==> src/design/hkm_pkg.sv <==
`timescale 1ns / 1ps
package hkm_pkg;

	localparam int NUM_SLOTS   = 6;
	localparam int KEY_W       = 8;
	localparam int OP_W        = 3;
	localparam int MOD_W       = 2;
	localparam int BIDX_W      = 2;
	localparam int POS_W       = 16;
	localparam int BTN_W       = 3;
	localparam int DELTA_W     = 8;
	localparam int CFG_IDX_W   = 2;
	localparam int CFG_DATA_W  = 16;
	localparam int MAG_W       = 16;
	localparam int RECIP_W     = 18;
	localparam int RECIP_SHIFT = 18;
	localparam int QUEUE_DEPTH = 2;
	localparam int QPTR_W      = $clog2(QUEUE_DEPTH);
	localparam int QCNT_W      = $clog2(QUEUE_DEPTH + 1);

	// ceil(2^19 / 3): |d| * 2 / 3 == (|d| * RECIP3) >> 18 for |d| < 2^17
	localparam logic [RECIP_W-1:0] RECIP3 = 18'd174763;

	localparam logic REPORT_MOUSE    = 1'b0;
	localparam logic REPORT_KEYBOARD = 1'b1;

	typedef enum logic [OP_W-1:0] {
		OP_KEY_PRESS   = 3'd0,
		OP_KEY_RELEASE = 3'd1,
		OP_BTN_PRESS   = 3'd2,
		OP_BTN_RELEASE = 3'd3,
		OP_MOVE        = 3'd4,
		OP_CAPTURE_ON  = 3'd5,
		OP_CAPTURE_OFF = 3'd6
	} op_t;

	typedef enum logic [CFG_IDX_W-1:0] {
		CFG_CENTER_X = 2'd0,
		CFG_CENTER_Y = 2'd1
	} cfg_idx_t;

	typedef logic [NUM_SLOTS-1:0][KEY_W-1:0] slots_t;

	typedef struct packed {
		logic             neg;
		logic [MAG_W-1:0] mag;
	} axis_t;

	typedef struct packed {
		op_t               op;
		logic [KEY_W-1:0]  code;
		logic [MOD_W-1:0]  mods;
		logic [BIDX_W-1:0] bidx;
		axis_t             ax;
		axis_t             ay;
	} cmd_t;

	typedef struct packed {
		logic [BTN_W-1:0]   buttons;
		logic [DELTA_W-1:0] dx;
		logic [DELTA_W-1:0] dy;
	} mouse_img_t;

	typedef struct packed {
		logic [MOD_W-1:0] mods;
		slots_t           slots;
	} kbd_img_t;

	typedef struct packed {
		logic                      kind;
		logic [MOD_W-1:0]          modifiers;
		slots_t                    slots;
		logic [BTN_W-1:0]          buttons;
		logic signed [DELTA_W-1:0] delta_x;
		logic signed [DELTA_W-1:0] delta_y;
		logic                      last;
	} rpt_t;

	function automatic logic [DELTA_W-1:0] scale_delta(input axis_t a);
		logic [MAG_W+RECIP_W-1:0] prod;
		logic [DELTA_W-1:0]       q;
		prod = a.mag * RECIP3;
		q = prod[RECIP_SHIFT +: DELTA_W];
		return a.neg ? (~q + 1'b1) : q;
	endfunction

endpackage

==> src/design/hkm_evt_if.sv <==
`timescale 1ns / 1ps
interface hkm_evt_if;
	import hkm_pkg::*;

	logic              valid;
	logic              ready;
	logic [OP_W-1:0]   opcode;
	logic [KEY_W-1:0]  key_code;
	logic [MOD_W-1:0]  modifier_mask;
	logic [BIDX_W-1:0] button_index;
	logic [POS_W-1:0]  pointer_x;
	logic [POS_W-1:0]  pointer_y;

	modport source (
		output valid, opcode, key_code, modifier_mask, button_index, pointer_x, pointer_y,
		input  ready
	);
	modport sink (
		input  valid, opcode, key_code, modifier_mask, button_index, pointer_x, pointer_y,
		output ready
	);
endinterface

==> src/design/hkm_rpt_if.sv <==
`timescale 1ns / 1ps
interface hkm_rpt_if;
	import hkm_pkg::*;

	logic                      valid;
	logic                      ready;
	logic                      report_kind;
	logic [MOD_W-1:0]          modifiers;
	logic [KEY_W-1:0]          key_slot_0;
	logic [KEY_W-1:0]          key_slot_1;
	logic [KEY_W-1:0]          key_slot_2;
	logic [KEY_W-1:0]          key_slot_3;
	logic [KEY_W-1:0]          key_slot_4;
	logic [KEY_W-1:0]          key_slot_5;
	logic [BTN_W-1:0]          buttons;
	logic signed [DELTA_W-1:0] delta_x;
	logic signed [DELTA_W-1:0] delta_y;
	logic                      last;

	modport source (
		output valid, report_kind, modifiers, key_slot_0, key_slot_1, key_slot_2,
			key_slot_3, key_slot_4, key_slot_5, buttons, delta_x, delta_y, last,
		input  ready
	);
	modport sink (
		input  valid, report_kind, modifiers, key_slot_0, key_slot_1, key_slot_2,
			key_slot_3, key_slot_4, key_slot_5, buttons, delta_x, delta_y, last,
		output ready
	);
endinterface

==> src/design/hkm_cfg_if.sv <==
`timescale 1ns / 1ps
interface hkm_cfg_if;
	import hkm_pkg::*;

	logic                  valid;
	logic                  ready;
	logic [CFG_IDX_W-1:0]  index;
	logic [CFG_DATA_W-1:0] data;

	modport source (output valid, index, data, input ready);
	modport sink (input valid, index, data, output ready);
endinterface

==> src/design/hid_keyboard_mouse_report_builder.sv <==
`timescale 1ns / 1ps
// channel  dir  handshake      payload
// evt      in   valid / ready  opcode, key_code, modifier_mask, button_index, pointer_x/y
// cfg      in   valid / ready  index (0 center_x, 1 center_y), data
// rpt      out  valid / ready  report_kind, modifiers, key_slot_0..5, buttons, delta_x/y, last
//
// an event that gives a mouse and a keyboard report sends the mouse report first and holds the
// back end while the keyboard report waits in a pending register for the single output register
// the front end and a two-entry command queue keep taking events while a report waits, until the queue is full
// an event's first report is registered when the back end takes the event; cfg is always ready
// reset clears the key, button, delta, capture and last-sent images and both centers
module hid_keyboard_mouse_report_builder (
	input  logic      clk,
	input  logic      arst_n,
	hkm_evt_if.sink   evt,
	hkm_cfg_if.sink   cfg,
	hkm_rpt_if.source rpt
);
	import hkm_pkg::*;

	logic  push_valid;
	logic  push_ready;
	cmd_t  push_cmd;
	logic  pop_valid;
	logic  pop_ready;
	cmd_t  pop_cmd;
	rpt_t  out_rpt;

	hkm_front u_front (
		.clk        (clk),
		.arst_n     (arst_n),
		.evt        (evt),
		.cfg        (cfg),
		.push_valid (push_valid),
		.push_ready (push_ready),
		.push_cmd   (push_cmd)
	);

	hkm_queue u_queue (
		.clk        (clk),
		.arst_n     (arst_n),
		.push_valid (push_valid),
		.push_ready (push_ready),
		.push_cmd   (push_cmd),
		.pop_valid  (pop_valid),
		.pop_ready  (pop_ready),
		.pop_cmd    (pop_cmd)
	);

	hkm_back u_back (
		.clk       (clk),
		.arst_n    (arst_n),
		.cmd_valid (pop_valid),
		.cmd_ready (pop_ready),
		.cmd       (pop_cmd),
		.out_valid (rpt.valid),
		.out_ready (rpt.ready),
		.out_rpt   (out_rpt)
	);

	assign rpt.report_kind = out_rpt.kind;
	assign rpt.modifiers   = out_rpt.modifiers;
	assign rpt.key_slot_0  = out_rpt.slots[0];
	assign rpt.key_slot_1  = out_rpt.slots[1];
	assign rpt.key_slot_2  = out_rpt.slots[2];
	assign rpt.key_slot_3  = out_rpt.slots[3];
	assign rpt.key_slot_4  = out_rpt.slots[4];
	assign rpt.key_slot_5  = out_rpt.slots[5];
	assign rpt.buttons     = out_rpt.buttons;
	assign rpt.delta_x     = out_rpt.delta_x;
	assign rpt.delta_y     = out_rpt.delta_y;
	assign rpt.last        = out_rpt.last;
endmodule

==> src/design/hkm_front.sv <==
`timescale 1ns / 1ps
module hkm_front (
	input  logic           clk,
	input  logic           arst_n,
	hkm_evt_if.sink        evt,
	hkm_cfg_if.sink        cfg,
	output logic           push_valid,
	input  logic           push_ready,
	output hkm_pkg::cmd_t  push_cmd
);
	import hkm_pkg::*;

	logic [POS_W-1:0] center_x_q;
	logic [POS_W-1:0] center_y_q;
	logic [POS_W:0]   diff_x;
	logic [POS_W:0]   diff_y;
	logic [POS_W:0]   neg_x;
	logic [POS_W:0]   neg_y;
	logic             known_op;

	assign cfg.ready = 1'b1;

	always_ff @(posedge clk or negedge arst_n) begin
		if (!arst_n) begin
			center_x_q <= '0;
			center_y_q <= '0;
		end else if (cfg.valid && cfg.ready) begin
			case (cfg_idx_t'(cfg.index))
				CFG_CENTER_X: center_x_q <= cfg.data;
				CFG_CENTER_Y: center_y_q <= cfg.data;
				default: ;
			endcase
		end
	end

	// signed offset from the capture center, kept as sign and magnitude
	assign diff_x = {1'b0, evt.pointer_x} - {1'b0, center_x_q};
	assign diff_y = {1'b0, evt.pointer_y} - {1'b0, center_y_q};
	assign neg_x  = ~diff_x + 1'b1;
	assign neg_y  = ~diff_y + 1'b1;

	always_comb begin
		case (op_t'(evt.opcode))
			OP_KEY_PRESS, OP_KEY_RELEASE, OP_BTN_PRESS, OP_BTN_RELEASE,
			OP_MOVE, OP_CAPTURE_ON, OP_CAPTURE_OFF: known_op = 1'b1;
			default: known_op = 1'b0;
		endcase
	end

	// unknown opcodes are taken and dropped here
	assign evt.ready  = push_ready;
	assign push_valid = evt.valid && known_op;

	always_comb begin
		push_cmd.op     = op_t'(evt.opcode);
		push_cmd.code   = evt.key_code;
		push_cmd.mods   = evt.modifier_mask;
		push_cmd.bidx   = evt.button_index;
		push_cmd.ax.neg = diff_x[POS_W];
		push_cmd.ax.mag = diff_x[POS_W] ? neg_x[MAG_W-1:0] : diff_x[MAG_W-1:0];
		push_cmd.ay.neg = diff_y[POS_W];
		push_cmd.ay.mag = diff_y[POS_W] ? neg_y[MAG_W-1:0] : diff_y[MAG_W-1:0];
	end
endmodule

==> src/design/hkm_queue.sv <==
`timescale 1ns / 1ps
module hkm_queue (
	input  logic           clk,
	input  logic           arst_n,
	input  logic           push_valid,
	output logic           push_ready,
	input  hkm_pkg::cmd_t  push_cmd,
	output logic           pop_valid,
	input  logic           pop_ready,
	output hkm_pkg::cmd_t  pop_cmd
);
	import hkm_pkg::*;

	cmd_t              mem_q [QUEUE_DEPTH];
	logic [QPTR_W-1:0] wr_ptr_q;
	logic [QPTR_W-1:0] rd_ptr_q;
	logic [QCNT_W-1:0] count_q;
	logic              push;
	logic              pop;

	assign push_ready = (count_q != QCNT_W'(QUEUE_DEPTH));
	assign pop_valid  = (count_q != '0);
	assign pop_cmd    = mem_q[rd_ptr_q];
	assign push       = push_valid && push_ready;
	assign pop        = pop_valid && pop_ready;

	always_ff @(posedge clk or negedge arst_n) begin
		if (!arst_n) begin
			wr_ptr_q <= '0;
			rd_ptr_q <= '0;
			count_q  <= '0;
		end else begin
			if (push) begin
				wr_ptr_q <= (wr_ptr_q == QPTR_W'(QUEUE_DEPTH - 1)) ? '0 : wr_ptr_q + 1'b1;
			end
			if (pop) begin
				rd_ptr_q <= (rd_ptr_q == QPTR_W'(QUEUE_DEPTH - 1)) ? '0 : rd_ptr_q + 1'b1;
			end
			if (push && !pop) begin
				count_q <= count_q + 1'b1;
			end else if (pop && !push) begin
				count_q <= count_q - 1'b1;
			end
		end
	end

	always_ff @(posedge clk) begin
		if (push) begin
			mem_q[wr_ptr_q] <= push_cmd;
		end
	end
endmodule

==> src/design/hkm_back.sv <==
`timescale 1ns / 1ps
module hkm_back (
	input  logic           clk,
	input  logic           arst_n,
	input  logic           cmd_valid,
	output logic           cmd_ready,
	input  hkm_pkg::cmd_t  cmd,
	output logic           out_valid,
	input  logic           out_ready,
	output hkm_pkg::rpt_t  out_rpt
);
	import hkm_pkg::*;

	logic               capture_q;
	logic [MOD_W-1:0]   mods_q;
	slots_t             slots_q;
	logic [BTN_W-1:0]   buttons_q;
	logic [DELTA_W-1:0] dx_q;
	logic [DELTA_W-1:0] dy_q;
	mouse_img_t         sent_mouse_q;
	kbd_img_t           sent_kbd_q;

	rpt_t               out_q;
	logic               out_valid_q;
	rpt_t               pend_q;
	logic               pend_valid_q;

	logic               n_capture;
	logic [MOD_W-1:0]   n_mods;
	slots_t             n_slots;
	logic [BTN_W-1:0]   n_buttons;
	logic [DELTA_W-1:0] n_dx;
	logic [DELTA_W-1:0] n_dy;
	slots_t             press_slots;
	slots_t             rel_slots;
	slots_t             shifted;
	logic [BTN_W-1:0]   btn_mask;
	mouse_img_t         n_mouse;
	kbd_img_t           n_kbd;
	logic               m_diff;
	logic               k_diff;
	rpt_t               mouse_rpt;
	rpt_t               kbd_rpt;
	logic               out_free;
	logic               take;

	assign out_free  = !out_valid_q || out_ready;
	assign cmd_ready = out_free && !pend_valid_q;
	assign take      = cmd_valid && cmd_ready;
	assign out_valid = out_valid_q;
	assign out_rpt   = out_q;

	// press: first slot holding the code or empty gets the code
	always_comb begin
		logic found;
		found       = 1'b0;
		press_slots = slots_q;
		for (int k = 0; k < NUM_SLOTS; k++) begin
			if (!found && (slots_q[k] == cmd.code || slots_q[k] == '0)) begin
				press_slots[k] = cmd.code;
				found          = 1'b1;
			end
		end
	end

	// release: from the matching slot on, later slots move down one
	assign shifted = slots_t'(slots_q >> KEY_W);

	always_comb begin
		logic seen;
		seen      = 1'b0;
		rel_slots = slots_q;
		for (int k = 0; k < NUM_SLOTS; k++) begin
			seen = seen | (slots_q[k] == cmd.code);
			if (seen) begin
				rel_slots[k] = shifted[k];
			end
		end
	end

	assign btn_mask = BTN_W'(1) << cmd.bidx;

	always_comb begin
		n_capture = capture_q;
		n_mods    = mods_q;
		n_slots   = slots_q;
		n_buttons = buttons_q;
		n_dx      = dx_q;
		n_dy      = dy_q;
		case (cmd.op)
			OP_KEY_PRESS: begin
				if (cmd.mods != '0) begin
					n_mods = mods_q | cmd.mods;
				end else begin
					n_slots = press_slots;
				end
			end
			OP_KEY_RELEASE: begin
				if (cmd.mods != '0) begin
					n_mods = mods_q & ~cmd.mods;
				end else begin
					n_slots = rel_slots;
				end
			end
			OP_BTN_PRESS:   n_buttons = buttons_q | btn_mask;
			OP_BTN_RELEASE: n_buttons = buttons_q & ~btn_mask;
			OP_MOVE: begin
				if (capture_q) begin
					n_dx = scale_delta(cmd.ax);
					n_dy = scale_delta(cmd.ay);
				end
			end
			OP_CAPTURE_ON:  n_capture = 1'b1;
			OP_CAPTURE_OFF: n_capture = 1'b0;
			default: ;
		endcase
	end

	assign n_mouse = '{buttons: n_buttons, dx: n_dx, dy: n_dy};
	assign n_kbd   = '{mods: n_mods, slots: n_slots};
	assign m_diff  = n_capture && (n_mouse != sent_mouse_q);
	assign k_diff  = n_capture && (n_kbd != sent_kbd_q);

	always_comb begin
		mouse_rpt         = '0;
		mouse_rpt.kind    = REPORT_MOUSE;
		mouse_rpt.buttons = n_buttons;
		mouse_rpt.delta_x = n_dx;
		mouse_rpt.delta_y = n_dy;
		mouse_rpt.last    = !k_diff;

		kbd_rpt           = '0;
		kbd_rpt.kind      = REPORT_KEYBOARD;
		kbd_rpt.modifiers = n_mods;
		kbd_rpt.slots     = n_slots;
		kbd_rpt.last      = 1'b1;
	end

	always_ff @(posedge clk or negedge arst_n) begin
		if (!arst_n) begin
			capture_q    <= 1'b0;
			mods_q       <= '0;
			slots_q      <= '0;
			buttons_q    <= '0;
			dx_q         <= '0;
			dy_q         <= '0;
			sent_mouse_q <= '0;
			sent_kbd_q   <= '0;
		end else if (take) begin
			capture_q <= n_capture;
			mods_q    <= n_mods;
			slots_q   <= n_slots;
			buttons_q <= n_buttons;
			dx_q      <= n_dx;
			dy_q      <= n_dy;
			if (n_capture) begin
				sent_mouse_q <= n_mouse;
				sent_kbd_q   <= n_kbd;
			end
		end
	end

	always_ff @(posedge clk or negedge arst_n) begin
		if (!arst_n) begin
			out_valid_q  <= 1'b0;
			pend_valid_q <= 1'b0;
		end else begin
			if (out_free) begin
				out_valid_q <= 1'b0;
			end
			if (pend_valid_q && out_free) begin
				out_valid_q  <= 1'b1;
				pend_valid_q <= 1'b0;
			end else if (take && (m_diff || k_diff)) begin
				out_valid_q  <= 1'b1;
				pend_valid_q <= m_diff && k_diff;
			end
		end
	end

	always_ff @(posedge clk) begin
		if (pend_valid_q && out_free) begin
			out_q <= pend_q;
		end else if (take && (m_diff || k_diff)) begin
			out_q <= m_diff ? mouse_rpt : kbd_rpt;
		end
		if (take) begin
			pend_q <= kbd_rpt;
		end
	end
endmodule
==> src/flat_wrapper.sv <==
// flat-port wrapper written by rule: the top's interface ports become plain ports
module hid_keyboard_mouse_report_builder_flat import hkm_pkg::*;
  (clk, arst_n, evt_valid, evt_opcode, evt_key_code, evt_modifier_mask, evt_button_index, evt_pointer_x, evt_pointer_y, evt_ready, cfg_valid, cfg_index, cfg_data, cfg_ready, rpt_valid, rpt_report_kind, rpt_modifiers, rpt_key_slot_0, rpt_key_slot_1, rpt_key_slot_2, rpt_key_slot_3, rpt_key_slot_4, rpt_key_slot_5, rpt_buttons, rpt_delta_x, rpt_delta_y, rpt_last, rpt_ready);
  hkm_evt_if evt_i ();
  hkm_cfg_if cfg_i ();
  hkm_rpt_if rpt_i ();
  input  logic clk;
  input  logic arst_n;
  input wire logic [$bits(evt_i.valid)-1:0] evt_valid;
  input wire logic [$bits(evt_i.opcode)-1:0] evt_opcode;
  input wire logic [$bits(evt_i.key_code)-1:0] evt_key_code;
  input wire logic [$bits(evt_i.modifier_mask)-1:0] evt_modifier_mask;
  input wire logic [$bits(evt_i.button_index)-1:0] evt_button_index;
  input wire logic [$bits(evt_i.pointer_x)-1:0] evt_pointer_x;
  input wire logic [$bits(evt_i.pointer_y)-1:0] evt_pointer_y;
  output wire logic [$bits(evt_i.ready)-1:0] evt_ready;
  input wire logic [$bits(cfg_i.valid)-1:0] cfg_valid;
  input wire logic [$bits(cfg_i.index)-1:0] cfg_index;
  input wire logic [$bits(cfg_i.data)-1:0] cfg_data;
  output wire logic [$bits(cfg_i.ready)-1:0] cfg_ready;
  output wire logic [$bits(rpt_i.valid)-1:0] rpt_valid;
  output wire logic [$bits(rpt_i.report_kind)-1:0] rpt_report_kind;
  output wire logic [$bits(rpt_i.modifiers)-1:0] rpt_modifiers;
  output wire logic [$bits(rpt_i.key_slot_0)-1:0] rpt_key_slot_0;
  output wire logic [$bits(rpt_i.key_slot_1)-1:0] rpt_key_slot_1;
  output wire logic [$bits(rpt_i.key_slot_2)-1:0] rpt_key_slot_2;
  output wire logic [$bits(rpt_i.key_slot_3)-1:0] rpt_key_slot_3;
  output wire logic [$bits(rpt_i.key_slot_4)-1:0] rpt_key_slot_4;
  output wire logic [$bits(rpt_i.key_slot_5)-1:0] rpt_key_slot_5;
  output wire logic [$bits(rpt_i.buttons)-1:0] rpt_buttons;
  output wire logic [$bits(rpt_i.delta_x)-1:0] rpt_delta_x;
  output wire logic [$bits(rpt_i.delta_y)-1:0] rpt_delta_y;
  output wire logic [$bits(rpt_i.last)-1:0] rpt_last;
  input wire logic [$bits(rpt_i.ready)-1:0] rpt_ready;
  assign evt_i.valid = evt_valid;
  assign evt_i.opcode = evt_opcode;
  assign evt_i.key_code = evt_key_code;
  assign evt_i.modifier_mask = evt_modifier_mask;
  assign evt_i.button_index = evt_button_index;
  assign evt_i.pointer_x = evt_pointer_x;
  assign evt_i.pointer_y = evt_pointer_y;
  assign evt_ready = evt_i.ready;
  assign cfg_i.valid = cfg_valid;
  assign cfg_i.index = cfg_index;
  assign cfg_i.data = cfg_data;
  assign cfg_ready = cfg_i.ready;
  assign rpt_valid = rpt_i.valid;
  assign rpt_report_kind = rpt_i.report_kind;
  assign rpt_modifiers = rpt_i.modifiers;
  assign rpt_key_slot_0 = rpt_i.key_slot_0;
  assign rpt_key_slot_1 = rpt_i.key_slot_1;
  assign rpt_key_slot_2 = rpt_i.key_slot_2;
  assign rpt_key_slot_3 = rpt_i.key_slot_3;
  assign rpt_key_slot_4 = rpt_i.key_slot_4;
  assign rpt_key_slot_5 = rpt_i.key_slot_5;
  assign rpt_buttons = rpt_i.buttons;
  assign rpt_delta_x = rpt_i.delta_x;
  assign rpt_delta_y = rpt_i.delta_y;
  assign rpt_last = rpt_i.last;
  assign rpt_i.ready = rpt_ready;
  hid_keyboard_mouse_report_builder u_core (.clk(clk), .arst_n(arst_n), .evt(evt_i), .cfg(cfg_i), .rpt(rpt_i));
endmodule
==> config.mk <==
export PLATFORM = sky130hd
export DESIGN_NAME = hid_keyboard_mouse_report_builder_flat
export DESIGN_NICKNAME = d
export VERILOG_FILES = /design/src/design/hkm_pkg.sv /design/src/design/hkm_evt_if.sv /design/src/design/hkm_rpt_if.sv /design/src/design/hkm_cfg_if.sv /design/src/design/hid_keyboard_mouse_report_builder.sv /design/src/design/hkm_front.sv /design/src/design/hkm_queue.sv /design/src/design/hkm_back.sv /design/src/flat_wrapper.sv
export SDC_FILE = /design/constraint.sdc
export NUM_CORES = 1
export LEC_CHECK = 0
export BUFFER_PORTS_ARGS = -buffer_cell sky130_fd_sc_hd__buf_4
export CAP_MARGIN = 25
export CORE_ASPECT_RATIO = 0.8
export CORE_MARGIN = 3
export CORE_UTILIZATION = 25
export DETAILED_ROUTE_END_ITERATION = 6
export HOLD_SLACK_MARGIN = 0.1
export SLEW_MARGIN = 20
export SYNTH_ARGS = -nofsm -noshare
export SYNTH_HDL_FRONTEND = slang
export SYNTH_SLANG_ARGS = --single-unit
==> constraint.sdc <==
create_clock -name clk -period 22.1 [get_ports clk]
set_input_delay 2.21 -clock clk [delete_from_list [all_inputs] [get_ports clk]]
set_output_delay 2.21 -clock clk [all_outputs]
set_load 0.03 [all_outputs]
After elaboration in Yosys (flattened, before gate mapping)
Memory sizes are Yosys's and may differ from the RTL's.
Index checks and enable logic that the tools add are counted.
{ "totals": {"regBits": 298, "ram_bits": 98, "wordCells": 198, "memories": 1} }
{ "op_classes": {"add_sub_neg": 10, "mul": 2, "eq_ne": 22, "n_shift": 1, "mux": 48, "n_bitwise": 15, "reduce_logical": 52} }
{ "mem_list": {"columns": ["name", "depth", "word_bits", "rd", "rd_clocked_by_memory_dff", "write_ports", "line", "source"], "rows": [
  ["u_core.u_queue.mem_q", 2, 49, 1, 0, 1, "hkm_queue.sv:14", "cmd_t mem_q [QUEUE_DEPTH];"]
]} }
{ "op_table": {"columns": ["cell", "count"], "rows": [
  ["8-bit two-way mux", 18],
  ["71-bit two-way mux", 2],
  ["48-bit two-way mux", 2],
  ["48-bit case mux with 2 select lines", 1],
  ["70-bit two-way mux", 1],
  ["16-bit by 18-bit multiplier with 26-bit output (second input constant)", 2],
  ["50-bit inequality test", 1],
  ["8-bit == test", 6],
  ["8-bit zero test", 6],
  ["16-bit by 16-bit subtractor with 17-bit output", 2],
  ["16-bit by 1-bit adder with 16-bit output (second input constant)", 2],
  ["16-bit two-way mux", 2],
  ["16-bit NOT", 2],
  ["19-bit inequality test", 1],
  ["3-bit == test (second input constant)", 6],
  ["8-bit by 1-bit adder with 8-bit output (second input constant)", 2],
  ["1-bit logical AND", 16],
  ["8-bit NOT", 2],
  ["1-bit two-way mux", 15],
  ["3-bit by 2-bit == test with 1-bit output (second input constant)", 4],
  ["1-bit zero test", 10],
  ["1-bit logical OR", 8],
  ["2-bit two-way mux", 4],
  ["2-bit nonzero test", 4],
  ["other kinds (22)", 31]
]} }

Logic depth before layout (Yosys ltp)
Gate-level depths: netlist (run 1).
An unclocked memory read counts as a cell.
{ "depth": {"depth_word": 27, "depth_mapped": 39, "mapped_depth_nobuf": 32} }

Cells and area by module
Synthesis (run 1) repeated with hierarchy kept, for this count alone.
{ "hier_totals": {"hier_cells": 2881, "area_unflattened_um2": 29283.1} }
{ "modules_own_cells": {"columns": ["module", "n_inst", "cells_per_inst", "area_each_um2", "seq_area_each_um2"], "rows": [
  ["hkm_back", 1, 2232, 21413.0, 7161.9],
  ["hkm_queue", 1, 171, 3983.8, 3042.9],
  ["hkm_front", 1, 478, 3886.2, 800.8]
]} }

Least setup slack after synthesis (run 1)
Ideal clock, no wire load.
{ "synth_timing": {"kind": "reg-to-reg", "start": "reg u_core.u_queue.rd_ptr_q", "end": "reg u_core.u_back.out_q (netlist bit u_core.u_back.out_rpt[0]), enable pin", "setup_time_ns": 0.577, "arrival_ns": 9.677, "path_slack_ns": 11.845, "stages_incl_launch_ff": 37, "path_cell_list": "dfrtp_1 buf_6 buf_12 buf_8 buf_2 buf_1 buf_1 mux2_2 ha_1 fa_1 inv_1 fa_1 fa_1 inv_1 fa_1 fa_1 ha_1 buf_2 and4_1 a21oi_1 nand3_1 mux2_2 and4_1 inv_1 ha_1 nor2_1 and3_1 o21ai_1 a21boi_0 nand3_1 xnor2_1 nand4_1 or4_1 a211o_1 a21oi_2 a21oi_1 or2_1"} }
{ "synth_between": {"elab_chain_len": 26} }
{ "synth_lines": {"columns": ["item", "line", "source"], "rows": [
  ["start, declared", "hkm_queue.sv:16", "logic [QPTR_W-1:0] rd_ptr_q;"],
  ["start signal, assigned", "hkm_queue.sv:37", "rd_ptr_q <= (rd_ptr_q == QPTR_W'(QUEUE_DEPTH - 1)) ? '0 : rd_ptr_q + 1'b1;"],
  ["memory 2 x 49 bit *", null, null],
  ["branches (longest 22 deep; another with 16-bit by 18-bit multiplier with 26-bit output)", null, null],
  ["1-bit logical OR *", "hkm_back.sv:184", "end else if (take && (m_diff || k_diff)) begin"],
  ["1-bit logical AND *", "hkm_back.sv:184", null],
  ["2-bit nonzero test (no line) *", null, null],
  ["end signal, assigned", "hkm_back.sv:183", "out_q <= pend_q;"],
  ["end signal, assigned", "hkm_back.sv:185", "out_q <= m_diff ? mouse_rpt : kbd_rpt;"],
  ["end, declared", "hkm_back.sv:23", "rpt_t out_q;"]
]} }
Every way passes the cells marked *.
A chain may end at the register's enable or synchronous reset.

Final worst setup path (run 1)
{ "layout_timing": {"start": "reg u_core.u_queue.rd_ptr_q", "end": "reg u_core.u_back.out_q (netlist bit u_core.u_back.out_rpt[39]), enable pin"} }
The elaborated chain is that of the path after synthesis.

==> summary.txt, run 1 <==
Run status
  • Status: complete, no violations

Route
  • WL/cell: 17.1 µm
  • 1st-iter DRT viols: 1661
  • # DRC: 0
  • Via density: 4.68
  • WL final: 75.8 mm
  • DR vias: 20700
  • Drt first pass iters: 5
  • DRT antenna net count: 0

Synth
  • Cell Area, Synth: 28200 µm²
  • Yosys reg bits: 396
  • Sequential cell area fraction in the yosys report: 39.1%
  • Synth async-reset ratio: 44.7%
  • Top-area cell type share of the netlist area: 23.3%
  • Synth cell types: 102
  • Post-synth EDFFs: 219
  • Top cells by count, synth: inv_1, nand2_1, edfxtp_1, o21ai_0, ha_1
  • Leading post-synthesis cells by cell area: edfxtp_1, dfrtp_1, fa_1
  • Top-count cell post-synth: inv_1
  • Mean Syn Cell Area: 10.1 µm²
  • Synth Warn #: 0
  • Syn Nets: 3186
  • Post-Syn Instances: 2777
  • Cell taking the most area after synthesis: edfxtp_1
  • Top_reg_cell synth: edfxtp_1

Clock tree
  • Clk sink count: 396
  • Post-CTS Setup Bufs: 0
  • Clock transition at path regs: 0.07 ns
  • Clock latency on the worst-skew pair: 0.60 ns
  • TritonCTS clock tree: done
  • Post-CTS Resized: 0
  • H-tree depth: 2
  • Post-CTS Hold Buffers: 0
  • Num CTS Buffers: 42
  • Maximum clock path buffer count: 3
  • Clock Root Buffer: clkbuf_16

Worst setup path
  • CP required: 22.35 ns
  • Worst-path fanout max: 49
  • Crit end category: flop
  • Setup crit start kind: flop
  • Top delay family on crit path: adder cells
  • Critical Path Max Stage Delay: 0.75 ns
  • Kind of critical path: flop to flop
  • CP max stage cell: dfrtp_4
  • CP Buf/Inv Count: 4
  • Critical Path AT: 10.05 ns
  • Cell mode on critical path: fa_1

Floorplanning
  • Core Area: 111000 µm²
  • Die height: 306 µm
  • Row Count: 109
  • # IOs: 144
  • Die Span X: 381 µm
  • Die area: 117000 µm²
  • Initial Utilization: 25.3%

Global route
  • Global route overflow: 0
  • Antenna violations before repair: 4
  • First-pass GRT wire length: 119 mm
  • Pin count of the biggest net entering global routing: 87
  • Gr usage total: 12.8%
  • Vias in the first global route: 20700

Final layout
  • Total Nets Final: 3301
  • P&R area growth vs syn: 15.2%
  • Proportion of layout cells with a drive suffix above 1: 12.3%
  • Final core occ: 29.2%

STA
  • Final hold violations: 0
  • Pins over their slew limit: 0
  • RSZ-0062 raised after global routing: false
  • Final setup vio count: 0
  • Min Hold Slack: 0.480 ns
  • Tcrit/Tclk final: 44.4%
  • Total Neg Setup Slack: 0 ns
  • Worst Tran Pin Value: 1.05 ns
  • Tmin final: 9.81 ns
  • Fmax: 102 MHz
  • PnR worst setup slack: 12.29 ns
  • Clock Skew: 0.0457 ns
  • Relative slew slack: 29.4%

Placement
  • DP HPWL: 58.2 mm
  • Buffers on Ports: 142
  • Post-Place Setup Slack: 12.36 ns
  • RePlAce Congestion: 0.911

Hold path
  • Worst min-delay path class: flop to flop

Flow run
  • Max-Cap Viols: 0
==> state kept, by name (all words and copies together), names as in the netlist, 16 cells and up <==
signal and count:
u_core.u_queue.mem_q 98, u_core.u_back.sent_kbd_q 50, u_core.u_back.sent_mouse_q 19, u_core.u_back.pend_q 50, u_core.u_back.out_rpt 71, u_core.u_front.center_y_q 16, u_core.u_front.center_x_q 16, u_core.u_back.shifted 40
==> cells in the final DEF (no fill, tap or decap), types with 16 or more instances in the layout <==
cell type / count
a21oi_1: 96
nand4_1: 44
or3_1: 19
and3_1: 22
nor3_1: 38
a31oi_1: 28
and2_1: 23
edfxtp_1: 219
dfrtp_1: 176
nand3_1: 47
xnor2_1: 134
inv_1: 325
nor2_1: 153
nor2b_1: 28
ha_1: 201
nand2_1: 289
clkbuf_16: 42
fa_1: 138
xor2_1: 52
a211oi_1: 57
o21a_1: 16
buf_4: 165
a21o_1: 23
o21ai_0: 209
nor4_1: 22
mux2_2: 57
mux2i_1: 26
==> kinds of logic after synthesis <==
logic type	count (synthesis)	synth area share, %
compound gates	581	13.4
mux	92	3.85
flops	396	39.1
xor+xnor	188	5.94
buf+inv	421	5.87
fa+ha+maj	339	18.7
simple gates	759	13.1
other cells	1	0.0133
==> path summary, 6_finish.rpt <==
check,from,to,slack [ns],depth (start not counted)
setup / recovery,u_core.u_queue.rd_ptr_q,u_core.u_back.out_rpt[39],12.29,30
hold / removal,u_core.u_back.sent_kbd_q[11],u_core.u_back.sent_kbd_q[11],0.48,2
setup reg to reg,u_core.u_queue.rd_ptr_q,u_core.u_back.out_rpt[39],12.29,30
hold reg to reg,u_core.u_back.sent_kbd_q[11],u_core.u_back.sent_kbd_q[11],0.48,2
max in group asynchronous,arst_n,u_core.u_front.center_y_q[13],19.18,2
min in group asynchronous,arst_n,u_core.u_back.sent_kbd_q[30],1.57,1
==> per-stage QoR <==
| stage | instances | area (µm²) |
|---|---|---|
| 2_1_floorplan | 2777 | 28200 |
| 3_3_place_gp | 4344 | 30900 |
| 3_5_place_dp | 4346 | 30900 |
| 4_1_cts | 4424 | 32400 |
| 5_1_grt | 4424 | 32400 |
| 6_report | 4428 | 32400 |
==> worst register-to-register path, delay by kind of cell (launching register included) <==
family                   cells  cell delay (ns)
adder cells (fa/ha/maj)      8             3.63
XOR/XNOR                     1             0.22
multiplexers                 1             0.45
flip-flops                   1             0.75
buffers and inverters        4             0.69
AO/OA/AOI/OAI                6             1.25
AND/OR/NAND/NOR             10             2.41
==> area by class of cell <==
| class | instances | area (µm²) |
|---|---|---|
| Antenna cell | 4 | 10.0 |
| Fill cell | 11500 | 78700 |
| Multi-Input combinational cell | 1960 | 15600 |
| Timing Repair Buffer | 166 | 1250 |
| Clock inverter | 26 | 359 |
| Sequential cell | 396 | 11000 |
| Tap cell | 1498 | 1870 |
| Inverter | 326 | 1220 |
| Clock buffer | 52 | 1150 |
==> routing by layer <==
| layer | vias up | wire [µm] | track usage, % |
|---|---|---|---|
| li1 | 9974 | - | - |
| met3 | 92 | 4430 | 2.40 |
| met5 | - | 26 | 0 |
| met4 | 4 | 1600 | 3.09 |
| met1 | 10100 | 36500 | 18.4 |
| met2 | 508 | 33300 | 19.9 |
Power of run 1 is not shown: default switching activity piles up to over one toggle a cycle in this logic, so the estimate is an artifact.
==> run 2: changes to the inputs <==
- clock period: 22.1 -> 9 ns (I/O delays scaled with it)
==> run 2 against run 1 <==
Net effect: register-to-register slack got worse by 12 ns; count of clock-buffer cells in the layout decreased by 7; die area unchanged; highest routed layer unchanged; maximum frequency increased by 14%; global-route usage increased by 0.14 points; critical path depth increased by 1; worst hold slack got worse by 0.20 ns; sequential cell count unchanged; final area increased by 1.0%; critical endpoint is now u_core.u_back.out_rpt[44]; critical path type unchanged; largest cell class unchanged.
==> summary.txt, run 2 (same netlist as run 1, synthesis figures left out) <==
Run status
  • Status: complete, no violations

Worst setup path
  • CP Buf/Inv Count: 5 (+1)
  • CP max stage cell: fa_1
  • Cell mode on critical path: fa_1
  • Setup crit start kind: flop
  • Critical Path AT: 8.96 ns (-1.09 ns)
  • Critical Path Max Stage Delay: 0.59 ns (-0.16 ns)
  • Kind of critical path: flop to flop
  • Top delay family on crit path: adder cells
  • Worst-path fanout max: 29 (-41%)
  • CP required: 9.34 ns (-13.01 ns)
  • Crit end category: flop

Hold path
  • Worst min-delay path class: primary input to asynchronous set/reset pin

Clock tree
  • Clock transition at path regs: 0.07 ns (about the same)
  • Clock latency on the worst-skew pair: 0.61 ns (about the same)
  • Post-CTS Hold Buffers: 0 (unchanged)
  • Maximum clock path buffer count: 3 (unchanged)
  • TritonCTS clock tree: done
  • Clock Root Buffer: clkbuf_16
  • Num CTS Buffers: 42 (unchanged)
  • H-tree depth: 2 (unchanged)
  • Clk sink count: 396 (unchanged)

Placement
  • Cell Area, Placed: 31100 µm² (+0.59%)
  • RePlAce Congestion: 0.891 (-2.2%)
  • Buffers on Ports: 142 (unchanged)
  • DP HPWL: 59.3 mm (+1.8%)

Global route
  • Vias in the first global route: 20900 (+1.2%)
  • Antenna violations before repair: 3 (-1)
  • Global route overflow: 0 (unchanged)
  • Pin count of the biggest net entering global routing: 116 (+33%)
  • Gr usage total: 13.0% (+0.14 points)
  • First-pass GRT wire length: 121 mm (+1.4%)

Flow run
  • Max-Cap Viols: 0 (unchanged)

Route
  • DR vias: 20900 (+0.74%)
  • # DRC: 0 (unchanged)
  • 1st-iter DRT viols: 1744 (+5.0%)
  • DRT antenna net count: 0 (unchanged)
  • WL final: 76.6 mm (+0.98%)
  • Drt first pass iters: 5 (unchanged)
  • Via density: 4.69 (+0.24%)
  • WL/cell: 17.2 µm (+0.48%)

Final layout
  • Proportion of layout cells with a drive suffix above 1: 14.1% (+1.8 points)
  • Fin area: 32800 µm² (+1.0%)
  • Commonest non-fill, non-tap cell in the layout: inv_1
  • Max reg flops: 98 (unchanged)
  • Biggest register: u_core.u_queue.mem_q
  • Filler Cell Count: 11400 (-0.74%)
  • Area of the multi-input gates: 15700 µm² (+0.84%)
  • P&R area growth vs syn: 16.3%
  • Total Nets Final: 3326 (+0.76%)
  • Most frequent cells in the layout: inv_1, nand2_1, edfxtp_1
  • FF/Latch Area: 11000 µm² (unchanged)

Floorplanning
  • Die height: 306 µm (unchanged)
  • Core Area: 111000 µm² (unchanged)
  • # IOs: 144 (unchanged)
  • Row Count: 109 (unchanged)
  • Initial Utilization: 25.3% (unchanged)
  • Die area: 117000 µm² (unchanged)
  • Die Span X: 381 µm (unchanged)

STA
  • Pins over their slew limit: 0 (unchanged)
  • Final hold violations: 0 (unchanged)
  • Worst Tran Pin Value: 0.945 ns (-0.104 ns)
  • Final setup vio count: 0 (unchanged)
  • Tcrit/Tclk final: 95.8% (+51 points)
  • Relative slew slack: 37.0% (+7.6 points)
  • Tmin final: 8.62 ns (-1.18 ns)
  • Fmax: 116 MHz (+14%)
  • Clock Skew: 0.0426 ns (-0.00315 ns)
[run 2: repair_timing]
action                     CTS  global route
setup endpoints to repair   44           142
hold endpoints to repair     0             0
pin swaps                    0            13
buffers inserted             2             4
resized for setup            0            39
[run 2: routing by layer]
| layer | up-vias | wire length (µm) | GRT usage, % |
|---|---|---|---|
| met1 | 10200 | 36900 | 18.6 |
| met3 | 100 | 4630 | 2.43 |
| met5 | - | 13 | 0 |
| li1 | 10000 | - | - |
| met4 | 2 | 1970 | 3.59 |
| met2 | 519 | 33100 | 19.9 |
[run 2: stage by stage]
step                TNS (ns)  hold slack (ns)  setup WS (ns)  util (%)  cells
floorplan                  0            0.441         0.0450         -   2777
global route          -0.106            0.295        -0.0107      29.5   4449
global placement           0            0.461          0.148      28.0   4364
detailed placement         0            0.469         0.0319      28.0   4364
finish                     0            0.278          0.377      29.5   4450
CTS                        0            0.270          0.117      29.3   4444
[run 2: worst paths after layout]
check / from / to / slack, ns / depth (start not counted)
max: u_core.u_queue.rd_ptr_q / u_core.u_back.out_rpt[44] / 0.38 / 31
min: arst_n / u_core.u_back.sent_kbd_q[34] / 0.28 / 1
max reg2reg: u_core.u_queue.rd_ptr_q / u_core.u_back.out_rpt[44] / 0.38 / 31
min reg2reg: u_core.u_back.sent_kbd_q[12] / u_core.u_back.sent_kbd_q[12] / 0.48 / 2
max in group asynchronous: arst_n / u_core.u_queue.rd_ptr_q / 6.69 / 3
min in group clk: evt_key_code[1] / u_core.u_queue.mem_q[1][39] / 0.48 / 1
[run 2: layout make-up]
cell class / instances / share of cell area [%]
Inverter: 326 / 3.73
Clock buffer: 45 / 3.27
Tap cell: 1498 / 5.72
Timing Repair Buffer: 191 / 4.63
Sequential cell: 396 / 33.6
Clock inverter: 33 / 1.13
Multi-Input combinational cell: 1960 / 47.9
Antenna cell: 1 / 0.00764
Power of run 2 is left out for the same reason.
